`config.mk`:
```
export PLATFORM = sky130hd
export DESIGN_NAME = spg_fifo
export DESIGN_NICKNAME = d
export VERILOG_FILES = /design/src/rtl/spg_pkg.sv /design/src/rtl/spg_fifo.sv
export SDC_FILE = /design/constraint.sdc
export NUM_CORES = 1
export LEC_CHECK = 0
export BUFFER_PORTS_ARGS = -buffer_cell sky130_fd_sc_hd__buf_2
export CORE_UTILIZATION = 40
export CTS_CLUSTER_DIAMETER = 80
export CTS_CLUSTER_SIZE = 12
export DETAILED_ROUTE_END_ITERATION = 12
export PLACE_DENSITY_LB_ADDON = 0.3
export SLEW_MARGIN = 25
export SYNTH_ARGS = -nofsm -noshare
export SYNTH_HDL_FRONTEND = slang
export SYNTH_SLANG_ARGS = --single-unit
```
`constraint.sdc`:
```
create_clock -name clk -period 3 [get_ports clk]
set_clock_uncertainty 0.15 [all_clocks]
set_input_delay 0 -clock clk [delete_from_list [all_inputs] [get_ports clk]]
set_output_delay 0 -clock clk [all_outputs]
set_load 0.02 [all_outputs]
```
`src/rtl/spg_pkg.sv`:
```
// Package for the special pair generator: default sizes and the fixed
// widths of the stream payloads. No dependencies.
`default_nettype none

package spg_pkg;

  // Defaults for the top-level parameters
  localparam int STACK_DEPTH_DEF    = 64;
  localparam int POSITION_WIDTH_DEF = 16;
  localparam int VALUE_WIDTH_DEF    = 32;

  // Fixed field widths on the stream ports
  localparam int IN_VALUE_W  = 32;
  localparam int OUT_POS_W   = 16;
  localparam int OUT_VALUE_W = 32;
  localparam int OUT_DATA_W  = 2 * OUT_POS_W + 2 * OUT_VALUE_W;

  // Entries in the queue between front and back
  localparam int QUEUE_DEPTH = 2;

endpackage

`default_nettype wire

```
`src/rtl/spg_fifo.sv`:
```
// Short register queue between the front and back of the pair generator.
// Depends on spg_pkg for its depth.
`default_nettype none

module spg_fifo #(
  parameter int WIDTH = 33
) (
  input  wire logic             clk,
  input  wire logic             rst,
  input  wire logic             push_valid,
  output logic                  push_ready,
  input  wire logic [WIDTH-1:0] push_data,
  output logic                  pop_valid,
  input  wire logic             pop_ready,
  output logic      [WIDTH-1:0] pop_data
);

  localparam int DEPTH = spg_pkg::QUEUE_DEPTH;
  localparam int PTR_W = (DEPTH > 1) ? $clog2(DEPTH) : 1;
  localparam int CNT_W = $clog2(DEPTH + 1);

  logic [WIDTH-1:0] entries [DEPTH];
  logic [PTR_W-1:0] wr_ptr;
  logic [PTR_W-1:0] rd_ptr;
  logic [CNT_W-1:0] count;
  logic             do_push;
  logic             do_pop;

  assign push_ready = (count != CNT_W'(DEPTH));
  assign pop_valid  = (count != '0);
  assign pop_data   = entries[rd_ptr];
  assign do_push    = push_valid && push_ready;
  assign do_pop     = pop_valid && pop_ready;

  always_ff @(posedge clk) begin
    if (rst) begin
      wr_ptr <= '0;
      rd_ptr <= '0;
      count  <= '0;
    end else begin
      if (do_push) begin
        wr_ptr <= (wr_ptr == PTR_W'(DEPTH - 1)) ? '0 : wr_ptr + PTR_W'(1);
      end
      if (do_pop) begin
        rd_ptr <= (rd_ptr == PTR_W'(DEPTH - 1)) ? '0 : rd_ptr + PTR_W'(1);
      end
      if (do_push && !do_pop) begin
        count <= count + CNT_W'(1);
      end else if (do_pop && !do_push) begin
        count <= count - CNT_W'(1);
      end
    end
  end

  always_ff @(posedge clk) begin
    if (do_push) begin
      entries[wr_ptr] <= push_data;
    end
  end

endmodule

`default_nettype wire

```
# Yosys cells after proc, flatten, opt, wreduce, memory -nomap -nowiden
# Memories as Yosys holds them, arrays and structs flattened. A register that Yosys moved wholly into a read port is not among the register bits.
# Cells that the tools add are included.
# totals
elab_cells,25
ramBits,66
memories,1
output_inout_bits,35
register_bits,4
input_bits,37
# memory_table
name,depth,width,rd,rd_ports_with_merged_regs,write_ports,line_no,source
entries,2,33,1,1,1,spg_fifo.sv:22,logic [WIDTH-1:0] entries [DEPTH];
# classes
n_reduce_logical,8
n_addsub,4
eq_ne,1
muxes,8
# op_table
cell,n
1-bit 2-to-1 mux,6
1-bit logical AND,4
2-bit 2-to-1 mux,2
2-bit nonzero test,2
"1-bit adder, second input constant",2
"2-bit by 1-bit adder with 2-bit output, second input constant",1
1-bit logical NOT,2
"2-bit inequality test, second input constant",1
"2-bit by 1-bit subtractor with 2-bit output, second input constant",1

# Longest topological paths before layout
# logic_depth
word_depth,6
depth_mapped,6
mapped_depth_nobuf,6

# Least setup slack after synthesis
# Ideal clock, no wire load.
# synth_path
path_type,register -> register
startpoint,reg count[0]
endpoint,mem entries[1][0] (enable)
n_path_buf,0
required_ns,2.457
slack_ns,0.873
stages_incl_launch_ff,3
setup_time_ns,0.393
synth_period_minus_slack_ns,2.127
arrival_ns,1.583
cell_sequence,dfxtp_1 > nand2b_1 > and3_1
# synth_via
elab_chain_len,4
# synth_rtl
element,line_no,source
from (decl),spg_fifo.sv:25,logic [CNT_W-1:0] count;
from (signal assigned),spg_fifo.sv:48,count <= count + CNT_W'(1);
from (signal assigned),spg_fifo.sv:50,count <= count - CNT_W'(1);
2-bit inequality test,spg_fifo.sv:29,assign push_ready = (count != CNT_W'(DEPTH));
named net push_ready,spg_fifo.sv:11,"output logic push_ready,"
1-bit logical AND,spg_fifo.sv:32,assign do_push = push_valid && push_ready;
1-bit 2-to-1 mux,spg_fifo.sv:56,if (do_push) begin
1-bit 2-to-1 mux (implied by the code),spg_fifo.sv:57,entries[wr_ptr] <= push_data;
to (decl),spg_fifo.sv:22,
# The timed path passes the listed nets, and every way through them passes these cells.

==> impl_metrics.tcl <==
set metrics [dict create \
    yosys-top-cells-count "edfxtp_1 (66), mux2_2 (33), dfxtp_1 (5)" \
    yosys.area_share.adder 0.00482 \
    regToRegStartpoint "count[0]" \
    viasPerCell 4.59 \
    min-delay-start "push_valid" \
    hold_class "input pin to flop" \
    grt_usage 0.141 \
    power.density_nw_per_um2 763 \
    clkSinkCount 71 \
    yosysMostFrequentCell "edfxtp_1" \
    grt_max_degree 34 \
    io_buffers 71 \
    clk_latency_ps 330 \
    hold_viol 0 \
    dieArea_sq_um 6820 \
    setup.worst_path.class "flop to primary output" \
    cts_resized 0 \
    vdd_drop_max_mv 0.391 \
    fin_util 0.585 \
    crit_path_end_kind "primary output" \
    setup_viol 0 \
    slew_violations 0 \
    fillers 509 \
    post-route-cell-area_sq_um 3570 \
    synth_top_family_by_area "multiplexers" \
    reg2reg_depth 2 \
    path_clk_slew_ps 70 \
    dp_cells 271 \
    drtAntennaViolNets 0 \
    fin_crit_ps 1890 \
    yosys_most_used_dff "edfxtp_1" \
    yosysTopAreaCell "edfxtp_1" \
    dr.pass1.iters 4 \
    cts_made_buffers 9 \
    row_count 28 \
    cts_max_level 3 \
    cts_tree "yes" \
    syn_area_sq_um 2600 \
    setup_tns_ps 0 \
    start_kind "flop" \
    dpl.hpwl_mm 2.73 \
    rsz0062_at_grt "false" \
    syn_avg_cell_area_sq_um 20.4 \
    worst_pin_slew_ps 790 \
    period_share 0.631 \
    yosys.area_share.simple 0.0193 \
    whs_path_depth 5 \
    status "complete, no violations" \
    synth_area_leaders "edfxtp_1 (76%), mux2_2 (14%), dfxtp_1 (3.9%)" \
    clock.fmax_ghz 0.529 \
    path_buf_inv 2 \
    layout-drive-gt1-share 0.504 \
    grt_pass1_vias 1493 \
    clockBufferDepth 2 \
    coreArea_sq_um 6100 \
    num_vias 1484 \
    drtIter0Drc 62 \
    cp_slowest_stage_delay_ps 450 \
    globalplace.congestion 0.642 \
    yosys_warnings 0 \
    async_reset_ff_frac 0 \
    fp.dieW_um 82.6 \
    cap_violations 0 \
    ios 72 \
    postPlaceCellArea_sq_um 3040 \
    rrSetupSlack_ps 1140 \
    worst_ep_arrival_time_ps 1740 \
    syn_to_final_growth_pct 37.3 \
    cp.required_ps 2850 \
    synth_mux_area_frac 0.143 \
    r2r_end "entries[1][20]" \
    synth_compound_area_frac 0.0116 \
    synth_xor_xnor_area_share 0.0101 \
    yosysUniqueCellTypes 17 \
    ctsRootBufferMaster "clkbuf_8" \
    yosys.area.top_type_share 0.763 \
    synth-edff-count 66 \
    crit_family "buffers and inverters" \
    holdWs_ps 114 \
    grt_overflow 0 \
    crit_chain "buf_4, mux2_2, buf_2" \
    wl_per_cell_um 13.8 \
    cp_max_fo 28 \
    yosysSeqAreaShare 0.802 \
    wl_mm 4.46 \
    die_y_um 82.6 \
    syn-instance-count 127 \
    slowest_stage "dfxtp_1" \
    stdcell_count 323 \
    power_mw 2.72 \
    whs_endpoint "count[0]" \
    ys_ff_latch 71 \
    initial_utilization 0.426 \
    grt_pass1_wl_mm 6.63 \
    final_net_count 281 \
    antenna_cells 0 \
    syn_nets 165 \
    relSlewSlack 0.473 \
    place_ws_ps 1120 \
    antenna_found_initial 0 \
    p_leak_nw 1.36 \
    setup_slack_ps 1110 \
    remaining_drc_errors 0 \
]
## report_power, final
part           leakage [nW]  switching, mW  total, mW  internal [mW]
Sequential            0.658         0.0452       1.29           1.24
Clock                0.0846          0.335      0.627          0.292
Combinational         0.622          0.461      0.809          0.348
## final cells by class
cell class	count	area, sq um	share of cell area
Multi-Input combinational cell	51	492	0.138
Inverter	1	3.75	0.00105
Tap cell	75	93.8	0.0263
Clock inverter	7	40.0	0.0112
Sequential cell	71	2080	0.584
Clock buffer	9	124	0.0347
Timing Repair Buffer	109	731	0.205
## cells in the final DEF, fill, tap and decap left out
cell and n:
clkinvlp_4 2, clkinv_2 5, nand2b_1 1, edfxtp_1 66, buf_4 2, dfxtp_1 5, or2_2 1, buf_2 71
o21ai_0 2, nand3b_1 1, nor2_1 3, ha_1 1, dlygate4sd3_1 36, a21bo_2 1, clkbuf_8 9, xor2_1 3
and2_1 1, mux2_2 33, or3_1 1, and3_2 1, a21oi_1 2, inv_1 1
## flip-flops by register name, summed over array words and instances (netlist names), named ones only
name / cells
wr_ptr: 1
rd_ptr: 1
entries: 66
count: 2
## what timing repair did
item	in CTS	in global routing
endpoints found under the hold margin	71	0
hold buffers	36	0
buffers inserted	0	0
## tightest hold or removal path, delay by kind of cell
kind | cells | cell delay (ps)
AND/OR/NAND/NOR | 2 | 210
XOR/XNOR | 1 | 80
adder cells (fa/ha/maj) | 1 | 170
buffers and inverters | 1 | 100
## worst max-delay path by stage
stage / endpoint / cells past startpoint
6_report: pop_data[17] / 3
5_1_grt: pop_data[17] / 3
4_1_cts: pop_data[17] / 3
3_5_place_dp: entries[1][25] / 2
3_3_place_gp: entries[1][25] / 2
2_1_floorplan: entries[1][0] / 2
## layer usage
| layer | share of wire | routed length [um] | track usage | vias to the layer above |
|---|---|---|---|---|
| met2 | 0.54 | 2430 | 0.255 | 37 |
| met1 | 0.39 | 1730 | 0.144 | 711 |
| met3 | 0.041 | 181 | 0.0341 | 10 |
| met5 | 0 | 0 | 0 | - |
| met4 | 0.028 | 124 | 0.0983 | 0 |
| li1 | - | - | - | 726 |
## cell families after synthesis
family / after synthesis
and+or+nand+nor: 9
muxes: 33
DFF: 71
buffers and inverters: 5
AOI/OAI and AO/OA: 5
xor gates and xnor gates: 3
adders and majority gates: 1
No activity file was read; power rests on OpenSTA's default activity.
