[config.mk]
export PLATFORM = sky130hd
export DESIGN_NAME = spg_front
export DESIGN_NICKNAME = d
export VERILOG_FILES = /design/src/rtl/spg_pkg.sv /design/src/rtl/spg_front.sv
export SDC_FILE = /design/constraint.sdc
export NUM_CORES = 1
export LEC_CHECK = 0
export ABC_AREA = 1
export BUFFER_PORTS_ARGS = -buffer_cell sky130_fd_sc_hd__buf_2
export CORE_UTILIZATION = 30
export DETAILED_ROUTE_END_ITERATION = 12
export HOLD_SLACK_MARGIN = 0.12
export PLACE_DENSITY = 0.6
export SLEW_MARGIN = 20
export SYNTH_ARGS = -nofsm -noshare
export SYNTH_HDL_FRONTEND = slang
export SYNTH_SLANG_ARGS = --single-unit
[constraint.sdc]
create_clock -name clk -period 3.9 [get_ports clk]
set_input_delay 0.39 -clock clk [delete_from_list [all_inputs] [get_ports clk]]
set_output_delay 0.39 -clock clk [all_outputs]
set_load 0.005 [all_outputs]
[src/rtl/spg_pkg.sv]
// Package for the special pair generator: default sizes and the fixed
// widths of the stream payloads. No dependencies.
`default_nettype none

package spg_pkg;

  // Defaults for the top-level parameters
  localparam int STACK_DEPTH_DEF    = 64;
  localparam int POSITION_WIDTH_DEF = 16;
  localparam int VALUE_WIDTH_DEF    = 32;

  // Fixed field widths on the stream ports
  localparam int IN_VALUE_W  = 32;
  localparam int OUT_POS_W   = 16;
  localparam int OUT_VALUE_W = 32;
  localparam int OUT_DATA_W  = 2 * OUT_POS_W + 2 * OUT_VALUE_W;

  // Entries in the queue between front and back
  localparam int QUEUE_DEPTH = 2;

endpackage

`default_nettype wire

[src/rtl/spg_front.sv]
// Front of the pair generator: takes input words, brings the sample to the
// internal value width and hands value plus restart flag to the queue.
// Depends on spg_pkg.
`default_nettype none

module spg_front #(
  parameter int VALUE_WIDTH = spg_pkg::VALUE_WIDTH_DEF
) (
  input  wire logic                           clk,
  input  wire logic                           rst,
  input  wire logic                           in_valid,
  output logic                                in_ready,
  input  wire logic [spg_pkg::IN_VALUE_W-1:0] in_value,
  input  wire logic                           in_new_seq,
  output logic                                item_valid,
  input  wire logic                           item_ready,
  output logic      [VALUE_WIDTH:0]           item_data
);

  logic                          held;
  logic signed [VALUE_WIDTH-1:0] held_value;
  logic                          held_new_seq;
  logic signed [VALUE_WIDTH-1:0] conv_value;

  // Sign-extend or wrap the 32-bit sample to the internal width
  assign conv_value = VALUE_WIDTH'(signed'(in_value));

  assign in_ready   = !held || item_ready;
  assign item_valid = held;
  assign item_data  = {held_new_seq, held_value};

  always_ff @(posedge clk) begin
    if (rst) begin
      held <= 1'b0;
    end else if (in_ready) begin
      held <= in_valid;
    end
  end

  always_ff @(posedge clk) begin
    if (in_valid && in_ready) begin
      held_value   <= conv_value;
      held_new_seq <= in_new_seq;
    end
  end

endmodule

`default_nettype wire

== Word-level counts from Yosys, hierarchy flattened ==
Index checks and enable logic that the tools add are counted.

* Word-level logic and storage cells: 6
* Input port bits: 37
* Flip-flop bits (word level): 34
* Output and inout bits: 35

* Reductions and logical operators: 3

{| class="wikitable"
|+ Operator list
! operator !! count
|-
| logical AND 1 bit || 1
|-
| logical NOT 1 bit || 1
|-
| logical OR 1 bit || 1
|}

== Logic depth before layout (Yosys ltp) ==
Gate-level depths: netlist (run 1).

* Depth after elaboration: 3
* Gate-level depth with buffers: 3
* Mapped depth without buffers: 3

== Worst setup path after synthesis (run 1) ==
OpenSTA, ideal clock, no wires.

* Kind: input to register
* Start point: input in_valid
* End point: register held_new_seq (enable)
* Buffers on the path: 0
* Required time: 3.466 ns
* Library setup time: 0.434 ns
* Path slack: 1.394 ns
* Cell stages on the path: 2
* Arrival time: 2.071 ns
* Cells stage by stage: inv_1 -> a21oi_1

* Word-level cells in the longest chain between the ends: 1

{| class="wikitable"
|+ RTL lines
! item !! RTL line !! RTL
|-
| from (decl) || spg_front.sv:11 || <nowiki>input wire logic in_valid,</nowiki>
|-
| logical AND 1 bit || spg_front.sv:41 || <nowiki>if (in_valid && in_ready) begin</nowiki>
|-
| to (signal assigned) || spg_front.sv:43 || <nowiki>held_new_seq <= in_new_seq;</nowiki>
|-
| to (decl) || spg_front.sv:22 || <nowiki>logic held_new_seq;</nowiki>
|}

Every way passes these cells.
A chain may end at the register's enable or synchronous reset.

== Worst setup path in the final report (run 1) ==
* Start point: register held, in the netlist item_valid
* End point: register held_value[12] (enable)

* Word-level cells in the longest chain between the ends: 3

{| class="wikitable"
|+ RTL lines
! item !! RTL line !! RTL
|-
| from (decl) || spg_front.sv:20 || <nowiki>logic held;</nowiki>
|-
| from (signal assigned) || spg_front.sv:36 || <nowiki>held <= in_valid;</nowiki>
|-
| logical NOT 1 bit || spg_front.sv:28 || <nowiki>assign in_ready = !held || item_ready;</nowiki>
|-
| logical OR 1 bit || spg_front.sv:28 ||
|-
| logical AND 1 bit || spg_front.sv:41 ||
|-
| to (signal assigned) || spg_front.sv:42 || <nowiki>held_value <= conv_value;</nowiki>
|-
| to (decl) || spg_front.sv:21 || <nowiki>logic signed [VALUE_WIDTH-1:0] held_value;</nowiki>
|}

Every way passes these cells.

==> results of run 1 <==
==> per-stage QoR <==
stage	cells	total power, mW
final	164	0.675
after global routing	164	0.702
after CTS	164	0.686
after detailed placement	156	0.492
after global placement	156	0.490
after floorplan	40	0.453
==> state kept, by name (all words and copies together), names as in the netlist <==
register / flops
held_value: 32
held_new_seq: 1
item_valid: 1
==> cells by family (layout without fill, tap and decap cells) <==
| logic type | Yosys count | count (layout) | synth area share (%) |
|---|---|---|---|
| compound gates | 2 | 2 | 1.32 |
| buf+inv | 3 | 81 | 1.43 |
| flops | 34 | 34 | 96.7 |
| simple gates | 1 | 1 | 0.598 |
==> power groups by stage <==
stage | logic (mW) | clock network [mW] | registers (mW)
global placement | 0.0511 | 0 | 0.439
detailed placement | 0.0527 | 0 | 0.439
CTS | 0.0524 | 0.203 | 0.431
finish | 0.0513 | 0.193 | 0.431
global route | 0.0573 | 0.212 | 0.433
floorplan | 0.00900 | 0 | 0.443
==> worst paths after layout <==
| path | startpoint | endpoint | slack [ns] | cells after the start |
|---|---|---|---|---|
| max reg2reg | item_valid$_SDFFE_PP0P_ | held_value[12]$_DFFE_PP_ | 2.37 | 1 |
| min reg2reg | item_valid$_SDFFE_PP0P_ | item_valid$_SDFFE_PP0P_ | 0.55 | 2 |
| max | item_valid$_SDFFE_PP0P_ | held_value[12]$_DFFE_PP_ | 2.37 | 1 |
| min | rst | item_valid$_SDFFE_PP0P_ | 0.22 | 2 |
==> layout make-up <==
type                            count  area, µm²
Inverter                            2       7.51
Fill cell                         322       1820
Sequential cell                    34       1010
Timing Repair Buffer               71        355
Clock buffer                        8       58.8
Tap cell                           46       57.6
Multi-Input combinational cell      3       31.3
==> metal layers <==
metal	global-route usage [%]	part of all wire (%)	up-vias	routed length [µm]
met1	9.32	35	298	635
met5	0	0	-	0
met4	7.79	3.2	0	57
met2	14.4	46	50	835
met3	8.61	15	6	271
li1	-	-	307	-
==> cells in the final DEF, fill, tap and decap left out, drive strengths merged <==
cell and instances:
buf 71, dfxtp 1, inv 2, edfxtp 33
a21oi 2, clkbuf 8, nand2 1
==> metrics.txt, run 1 <==
# TYPE chip_impl_metric gauge
chip_impl_metric{name="intPower",unit="mW"} 0.541
chip_impl_metric{name="worst_slew_slack_as_a_fraction_of_its_limit",unit="%"} 34.8
chip_impl_metric{name="post_synth_inst_count",unit=""} 40
chip_impl_metric{name="die_w",unit="µm"} 61.1
chip_impl_info{name="cts-root-buf",value="clkbuf_4"} 1
chip_impl_metric{name="wire_length_of_the_first_global_routing_pass",unit="mm"} 2.39
chip_impl_metric{name="syn-num-nets",unit=""} 77
chip_impl_info{name="synth_largest_area_cell",value="edfxtp_1"} 1
chip_impl_metric{name="clock_latency",unit="ns"} 0.32
chip_impl_metric{name="number_of_pins_with_negative_max_slew_slack_in_the_final_report",unit=""} 0
chip_impl_metric{name="dr.pass1.iters",unit=""} 4
chip_impl_metric{name="worst_setup_hold_path_clk_slew",unit="ns"} 0.08
chip_impl_metric{name="remaining_drc_errors",unit=""} 0
chip_impl_metric{name="synth.distinct_cells",unit=""} 8
chip_impl_info{name="cts_tree",value="yes"} 1
chip_impl_info{name="critical_path.slowest_cell",value="a21oi_4"} 1
chip_impl_metric{name="vias_per_cell",unit=""} 4.03
chip_impl_metric{name="antenna_cells_inserted",unit=""} 0
chip_impl_metric{name="p_sw",unit="mW"} 0.134
chip_impl_metric{name="ys_ff_latch",unit=""} 34
chip_impl_metric{name="postLayoutCoreUtil",unit="%"} 45.6
chip_impl_metric{name="layout-drive-gt1-share",unit="%"} 68.6
chip_impl_metric{name="postSynth.asyncResetShare",unit="%"} 0
chip_impl_metric{name="final.period_utilization",unit="%"} 39.2
chip_impl_metric{name="powerDensity",unit="nW/µm²"} 444
chip_impl_info{name="hold_path.class",value="in2reg"} 1
chip_impl_metric{name="first_global_vias",unit=""} 525
chip_impl_metric{name="crit_path_max_fanout",unit=""} 33
chip_impl_metric{name="count_of_flip_flops_with_a_built_in_enable_after_synthesis",unit=""} 33
chip_impl_metric{name="power.static_leakage",unit="nW"} 0.655
chip_impl_metric{name="ant_nets",unit=""} 0
chip_impl_metric{name="buf_inv_stages_crit_path",unit=""} 0
chip_impl_metric{name="seq_area_frac_synth",unit="%"} 96.7
chip_impl_metric{name="setup_slack",unit="ns"} 2.37
chip_impl_metric{name="postCtsSetupBuffers",unit=""} 0
chip_impl_metric{name="hold_buf_count_cts",unit=""} 0
chip_impl_metric{name="total_of_cells_resized_after_clock_tree_synthesis",unit=""} 0
chip_impl_metric{name="route.detailed.wl_per_inst",unit="µm"} 11.0
chip_impl_metric{name="grt_remaining_overflow",unit=""} 0
chip_impl_metric{name="buffer_ports.inserted",unit=""} 71
chip_impl_info{name="worstPathCellList",value="a21oi_4"} 1
chip_impl_metric{name="total_die_area",unit="µm²"} 3730
chip_impl_info{name="worstSetupStartpointType",value="flop"} 1
chip_impl_metric{name="grt_max_degree",unit=""} 34
chip_impl_metric{name="synth_largest_type_area_fraction",unit="%"} 94.7
chip_impl_metric{name="finalWeightedCongestion",unit=""} 0.663
chip_impl_metric{name="sequentialPowerShare",unit="%"} 63.8
chip_impl_metric{name="clock_power_share",unit="%"} 28.6
chip_impl_info{name="yosys.cell_count.top_type",value="edfxtp_1"} 1
chip_impl_metric{name="pre_cts_ws",unit="ns"} 2.17
chip_impl_metric{name="global_route.usage.total",unit="%"} 10.1
chip_impl_metric{name="vdd.ir_drop.worst",unit="µV"} 262
chip_impl_metric{name="cts_max_level",unit=""} 2
chip_impl_metric{name="final.min_clock_period",unit="ns"} 1.53
chip_impl_metric{name="share_comb_of_total_power",unit="%"} 7.6
chip_impl_metric{name="cts.path.max_buffers",unit=""} 2
chip_impl_info{name="timing_worst_setup_path_type",value="reg2reg"} 1
chip_impl_metric{name="drv.max_cap_violation_count",unit=""} 0
chip_impl_metric{name="yosysWarningCount",unit=""} 0
chip_impl_metric{name="coreArea",unit="µm²"} 3340
chip_impl_metric{name="finalHoldWorstSlack",unit="ns"} 0.224
chip_impl_metric{name="drt_wl_total",unit="mm"} 1.80
chip_impl_metric{name="antenna_found_initial",unit=""} 0
chip_impl_metric{name="avgSynthCellArea",unit="µm²"} 26.2
chip_impl_metric{name="worst-slew-pin-transition",unit="ns"} 0.975
chip_impl_metric{name="vias_after_detailed_routing",unit=""} 661
chip_impl_metric{name="setup_violations",unit=""} 0
chip_impl_metric{name="cts_num_sinks",unit=""} 34
chip_impl_metric{name="ios",unit=""} 72
chip_impl_info{name="post_synth_main_area_contributors",value="edfxtp_1, dfxtp_1, a21oi_2, buf_4, nand2_2"} 1
chip_impl_metric{name="skew",unit="ns"} 0.00884
chip_impl_metric{name="fin_nets",unit=""} 154
chip_impl_metric{name="area_growth_syn_to_layout",unit="%"} 45.5
chip_impl_metric{name="first_iter_violations",unit=""} 11
chip_impl_metric{name="hold_viol_final",unit=""} 0
chip_impl_info{name="kind_of_cell_adding_the_most_delay_to_the_critical_path",value="compound AO/OA/AOI/OAI gates"} 1
chip_impl_metric{name="worst-endpoint-arrival",unit="ns"} 1.48
chip_impl_info{name="worst_setup_path_end_kind",value="flop"} 1
chip_impl_metric{name="p_sw_share",unit="%"} 19.8
chip_impl_info{name="outcome",value="finished clean"} 1
chip_impl_metric{name="placementRows",unit=""} 21
chip_impl_metric{name="start_util",unit="%"} 31.3
chip_impl_metric{name="setup-tns-final",unit="ns"} 0
chip_impl_metric{name="cp_slowest_stage_delay",unit="ns"} 0.78
chip_impl_metric{name="stdcell_area",unit="µm²"} 1520
chip_impl_metric{name="dieHeight",unit="µm"} 61.1
chip_impl_metric{name="mappedNetlistArea",unit="µm²"} 1050
chip_impl_info{name="synth-main-ff-cell",value="edfxtp_1"} 1
chip_impl_info{name="rsz_0062_raised_after_global_routing",value="no"} 1
chip_impl_metric{name="postPlaceCellArea",unit="µm²"} 1460
chip_impl_metric{name="worst-endpoint-required",unit="ns"} 3.85
chip_impl_metric{name="cts-buffers-inserted",unit=""} 5
chip_impl_metric{name="max_freq",unit="GHz"} 0.654
No activity file was read; power rests on OpenSTA's default activity.
==> run 2, diff against run 1 <==
--- a/config.mk
+++ b/config.mk
@@ -5,12 +5,12 @@
 export SDC_FILE = /design/constraint.sdc
 export NUM_CORES = 1
 export LEC_CHECK = 0
-export ABC_AREA = 1
+export ABC_AREA = 0
 export BUFFER_PORTS_ARGS = -buffer_cell sky130_fd_sc_hd__buf_2
 export CORE_UTILIZATION = 30
 export DETAILED_ROUTE_END_ITERATION = 12
 export HOLD_SLACK_MARGIN = 0.12
-export PLACE_DENSITY = 0.6
+export PLACE_DENSITY = 0.62
 export SLEW_MARGIN = 20
 export SYNTH_ARGS = -nofsm -noshare
 export SYNTH_HDL_FRONTEND = slang
==> constraint.sdc (replaced) <==
create_clock -name clk -period 1.4 [get_ports clk]
set_input_delay 0.14 -clock clk [delete_from_list [all_inputs] [get_ports clk]]
set_output_delay 0.14 -clock clk [all_outputs]
set_load 0.005 [all_outputs]
==> run 2 against run 1 <==
Clock power rose to 2.6 times the previous value. Non-clock buffer count is 35 higher. Clock-buffer cell count shrank 2. Sequential power grew to 2.8 times the previous value. Core utilization grew 9.7 points. Critical path type unchanged. Critical endpoint is now held_value[25]$_DFFE_PP_. Highest routed layer unchanged.
==> metrics.txt, run 2 <==
# TYPE chip_impl_metric gauge
chip_impl_info{name="routed.top_layer",value="met4"} 1
chip_impl_metric{name="total_die_area",unit="µm²"} 3750
chip_impl_metric{name="ios",unit=""} 72
chip_impl_metric{name="buffer_ports.inserted",unit=""} 71
chip_impl_metric{name="pre_cts_ws",unit="ns"} 0.197
chip_impl_metric{name="yosysWarningCount",unit=""} 0
chip_impl_info{name="kind_of_cell_adding_the_most_delay_to_the_critical_path",value="simple AND/OR/NAND/NOR gates"} 1
chip_impl_metric{name="seq_area_frac_synth",unit="%"} 96.0
chip_impl_info{name="synth-main-ff-cell",value="edfxtp_1"} 1
chip_impl_metric{name="postCtsSetupBuffers",unit=""} 0
chip_impl_info{name="leading_cell_types_in_the_layout_fill_and_taps_excluded",value="buf_2, dlygate4sd3_1, edfxtp_1, clkbuf_4, clkinv_2"} 1
chip_impl_info{name="hold_path.class",value="in2reg"} 1
chip_impl_metric{name="synth.distinct_cells",unit=""} 7
chip_impl_info{name="yosys.cell_count.top_type",value="edfxtp_1"} 1
chip_impl_metric{name="min_path_cells",unit=""} 2
chip_impl_metric{name="final.min_clock_period",unit="ns"} 1.23
chip_impl_metric{name="remaining_drc_errors",unit=""} 0
chip_impl_metric{name="stdcell_area",unit="µm²"} 1860
chip_impl_metric{name="worst-endpoint-arrival",unit="ns"} 1.20
chip_impl_metric{name="filler_cell_count",unit=""} 307
chip_impl_metric{name="antenna_found_initial",unit=""} 0
chip_impl_info{name="hold_path_startpoint",value="in_valid"} 1
chip_impl_metric{name="final.period_utilization",unit="%"} 87.5
chip_impl_metric{name="area_growth_syn_to_layout",unit="%"} 76.6
chip_impl_metric{name="first_global_vias",unit=""} 803
chip_impl_metric{name="finalWeightedCongestion",unit=""} 0.662
chip_impl_metric{name="global_route.usage.total",unit="%"} 13.2
chip_impl_metric{name="met2_routed_wirelength",unit="mm"} 1.13
chip_impl_metric{name="p_sw",unit="mW"} 0.404
chip_impl_metric{name="skew",unit="ns"} 0.00866
chip_impl_metric{name="ant_nets",unit=""} 0
chip_impl_metric{name="wire_length_of_the_first_global_routing_pass",unit="mm"} 3.34
chip_impl_metric{name="first_iter_violations",unit=""} 14
chip_impl_info{name="post_synth_main_area_contributors",value="edfxtp_1, dfxtp_1, nand2b_4, a21oi_2, and2_4"} 1
chip_impl_metric{name="cts_num_sinks",unit=""} 34
chip_impl_metric{name="grt_max_degree",unit=""} 34
chip_impl_metric{name="worst-endpoint-required",unit="ns"} 1.38
chip_impl_metric{name="grt_remaining_overflow",unit=""} 0
chip_impl_metric{name="dr.pass1.iters",unit=""} 3
chip_impl_metric{name="p_sw_share",unit="%"} 21.0
chip_impl_metric{name="vias_after_detailed_routing",unit=""} 794
chip_impl_metric{name="met1Wirelength",unit="µm"} 829
chip_impl_metric{name="ys_ff_latch",unit=""} 34
chip_impl_info{name="critical_path.slowest_cell",value="and2_4"} 1
chip_impl_metric{name="cts-buffers-inserted",unit=""} 5
chip_impl_metric{name="dieHeight",unit="µm"} 61.3
chip_impl_metric{name="hold_viol_final",unit=""} 0
chip_impl_info{name="worstPathCellList",value="nand2b_4 -> and2_4"} 1
chip_impl_metric{name="number_of_pins_with_negative_max_slew_slack_in_the_final_report",unit=""} 0
chip_impl_metric{name="syn-num-nets",unit=""} 76
chip_impl_metric{name="setup-tns-final",unit="ns"} 0
chip_impl_metric{name="cp_slowest_stage_delay",unit="ns"} 0.42
chip_impl_metric{name="path_depth",unit=""} 2
chip_impl_metric{name="reg2regPathDepth",unit=""} 2
chip_impl_metric{name="clock_latency",unit="ns"} 0.32
chip_impl_info{name="rsz_0062_raised_after_global_routing",value="no"} 1
chip_impl_metric{name="largest_reg_flops",unit=""} 32
chip_impl_metric{name="route.detailed.wl_per_inst",unit="µm"} 11.5
chip_impl_metric{name="worst_slew_slack_as_a_fraction_of_its_limit",unit="%"} 71.5
chip_impl_info{name="min_to",value="held_value[26]$_DFFE_PP_"} 1
chip_impl_info{name="top_register",value="held_value"} 1
chip_impl_metric{name="post_synth_inst_count",unit=""} 39
chip_impl_info{name="critical_path.reg2reg.startpoint",value="item_valid$_SDFFE_PP0P_"} 1
chip_impl_info{name="timing_worst_setup_path_type",value="reg2reg"} 1
chip_impl_metric{name="cts_max_level",unit=""} 2
chip_impl_info{name="cts_tree",value="yes"} 1
chip_impl_info{name="worst_r2r_endpoint",value="held_value[25]$_DFFE_PP_"} 1
chip_impl_metric{name="powerDensity",unit="nW/µm²"} 1030
chip_impl_metric{name="buf_inv_stages_crit_path",unit=""} 0
chip_impl_metric{name="postSynth.asyncResetShare",unit="%"} 0
chip_impl_metric{name="regToRegSetupSlack",unit="ns"} 0.17
chip_impl_metric{name="power",unit="mW"} 1.92
chip_impl_metric{name="clock_power_share",unit="%"} 26.0
chip_impl_metric{name="layout-drive-gt1-share",unit="%"} 53.3
chip_impl_metric{name="fin_nets",unit=""} 188
chip_impl_metric{name="placementRows",unit=""} 21
chip_impl_metric{name="worst_setup_hold_path_clk_slew",unit="ns"} 0.11
chip_impl_metric{name="antenna_cells_inserted",unit=""} 0
chip_impl_metric{name="vias_per_cell",unit=""} 4.01
chip_impl_metric{name="power.static_leakage",unit="nW"} 0.805
chip_impl_metric{name="max_freq",unit="GHz"} 0.816
chip_impl_metric{name="met3_length",unit="µm"} 285
chip_impl_metric{name="drv.max_cap_violation_count",unit=""} 0
chip_impl_info{name="worstSetupStartpointType",value="flop"} 1
chip_impl_info{name="cts-root-buf",value="clkbuf_4"} 1
chip_impl_metric{name="count_of_flip_flops_with_a_built_in_enable_after_synthesis",unit=""} 33
chip_impl_metric{name="drt_wl_total",unit="mm"} 2.29
chip_impl_info{name="mostFrequentLayoutCell",value="buf_2"} 1
chip_impl_metric{name="start_util",unit="%"} 31.3
chip_impl_metric{name="setup_violations",unit=""} 0
chip_impl_metric{name="share_comb_of_total_power",unit="%"} 11.5
chip_impl_metric{name="setup_slack",unit="ns"} 0.174
chip_impl_metric{name="worst-slew-pin-transition",unit="ns"} 0.427
chip_impl_metric{name="postPlaceCellArea",unit="µm²"} 1460
chip_impl_metric{name="synth_largest_type_area_fraction",unit="%"} 94.1
chip_impl_metric{name="avgSynthCellArea",unit="µm²"} 27.0
chip_impl_metric{name="coreArea",unit="µm²"} 3360
chip_impl_info{name="outcome",value="finished clean"} 1
chip_impl_metric{name="crit_path_max_fanout",unit=""} 33
chip_impl_metric{name="intPower",unit="mW"} 1.52
chip_impl_info{name="worst_setup_path_end_kind",value="flop"} 1
chip_impl_metric{name="vdd.ir_drop.worst",unit="µV"} 577
chip_impl_metric{name="sequentialPowerShare",unit="%"} 62.5
chip_impl_info{name="synth_largest_area_cell",value="edfxtp_1"} 1
chip_impl_metric{name="die_w",unit="µm"} 61.3
chip_impl_metric{name="mappedNetlistArea",unit="µm²"} 1050
chip_impl_metric{name="cts.path.max_buffers",unit=""} 2
run 2: metal layers:
| metal | vias up | GRT usage, % |
|---|---|---|
| li1 | 374 | - |
| met1 | 361 | 12.5 |
| met2 | 53 | 22.2 |
| met3 | 6 | 8.19 |
| met4 | 0 | 6.82 |
| met5 | - | 0 |
run 2: how the worst max path moves through the flow:
| stage | from | to | slack [ns] |
|---|---|---|---|
| after floorplan | item_valid$_SDFFE_PP0P_ | held_new_seq$_DFFE_PP_ | 0.30 |
| after global placement | item_valid$_SDFFE_PP0P_ | held_value[23]$_DFFE_PP_ | 0.26 |
| after detailed placement | item_valid$_SDFFE_PP0P_ | held_new_seq$_DFFE_PP_ | 0.20 |
| final | item_valid$_SDFFE_PP0P_ | held_value[25]$_DFFE_PP_ | 0.17 |
| after global routing | item_valid$_SDFFE_PP0P_ | held_value[15]$_DFFE_PP_ | 0.1 |
| after CTS | item_valid$_SDFFE_PP0P_ | held_value[2]$_DFFE_PP_ | 0.17 |
run 2: per-stage QoR:
stage          utilization (%)  hold WS, ns  std cells
3_3_place_gp              43.4        0.309        155
6_report                  55.3        0.389        198
4_1_cts                   55.3        0.375        198
5_1_grt                   55.3        0.400        198
3_5_place_dp              43.4        0.318        155
2_1_floorplan                -        0.202         39
run 2: cell type report:
class / instances / area [µm²] / area share (%)
sequential: 34 / 1010 / 54.3
timing repair buffer: 106 / 706 / 37.9
tap: 46 / 57.6 / 3.09
clock buffer: 6 / 41.3 / 2.22
multi-input combinational: 3 / 31.3 / 1.68
clock inverter: 2 / 10.0 / 0.538
inverter: 1 / 3.75 / 0.202
run 2: power groups by stage:
| stage | logic (mW) | clock network (mW) | registers [mW] |
|---|---|---|---|
| floorplan | 0.0277 | 0 | 1.23 |
| CTS | 0.220 | 0.524 | 1.20 |
| global placement | 0.141 | 0 | 1.22 |
| finish | 0.221 | 0.500 | 1.20 |
| global route | 0.243 | 0.560 | 1.21 |
| detailed placement | 0.146 | 0 | 1.22 |
run 2: kinds of logic (layout without fill, tap and decap cells):
kind of cell	count (synthesis)	in the layout	synth area share, %
buffers and inverters	2	115	1.07
AO/OA/AOI/OAI	1	1	0.832
AND/OR/NAND/NOR	2	2	2.14
flip-flops	34	34	96.0
run 2: what timing repair did:
| item | CTS | global route |
|---|---|---|
| endpoints found under the hold margin | 34 | 0 |
| hold buffers | 35 | 0 |
| resized for setup | 0 | 0 |
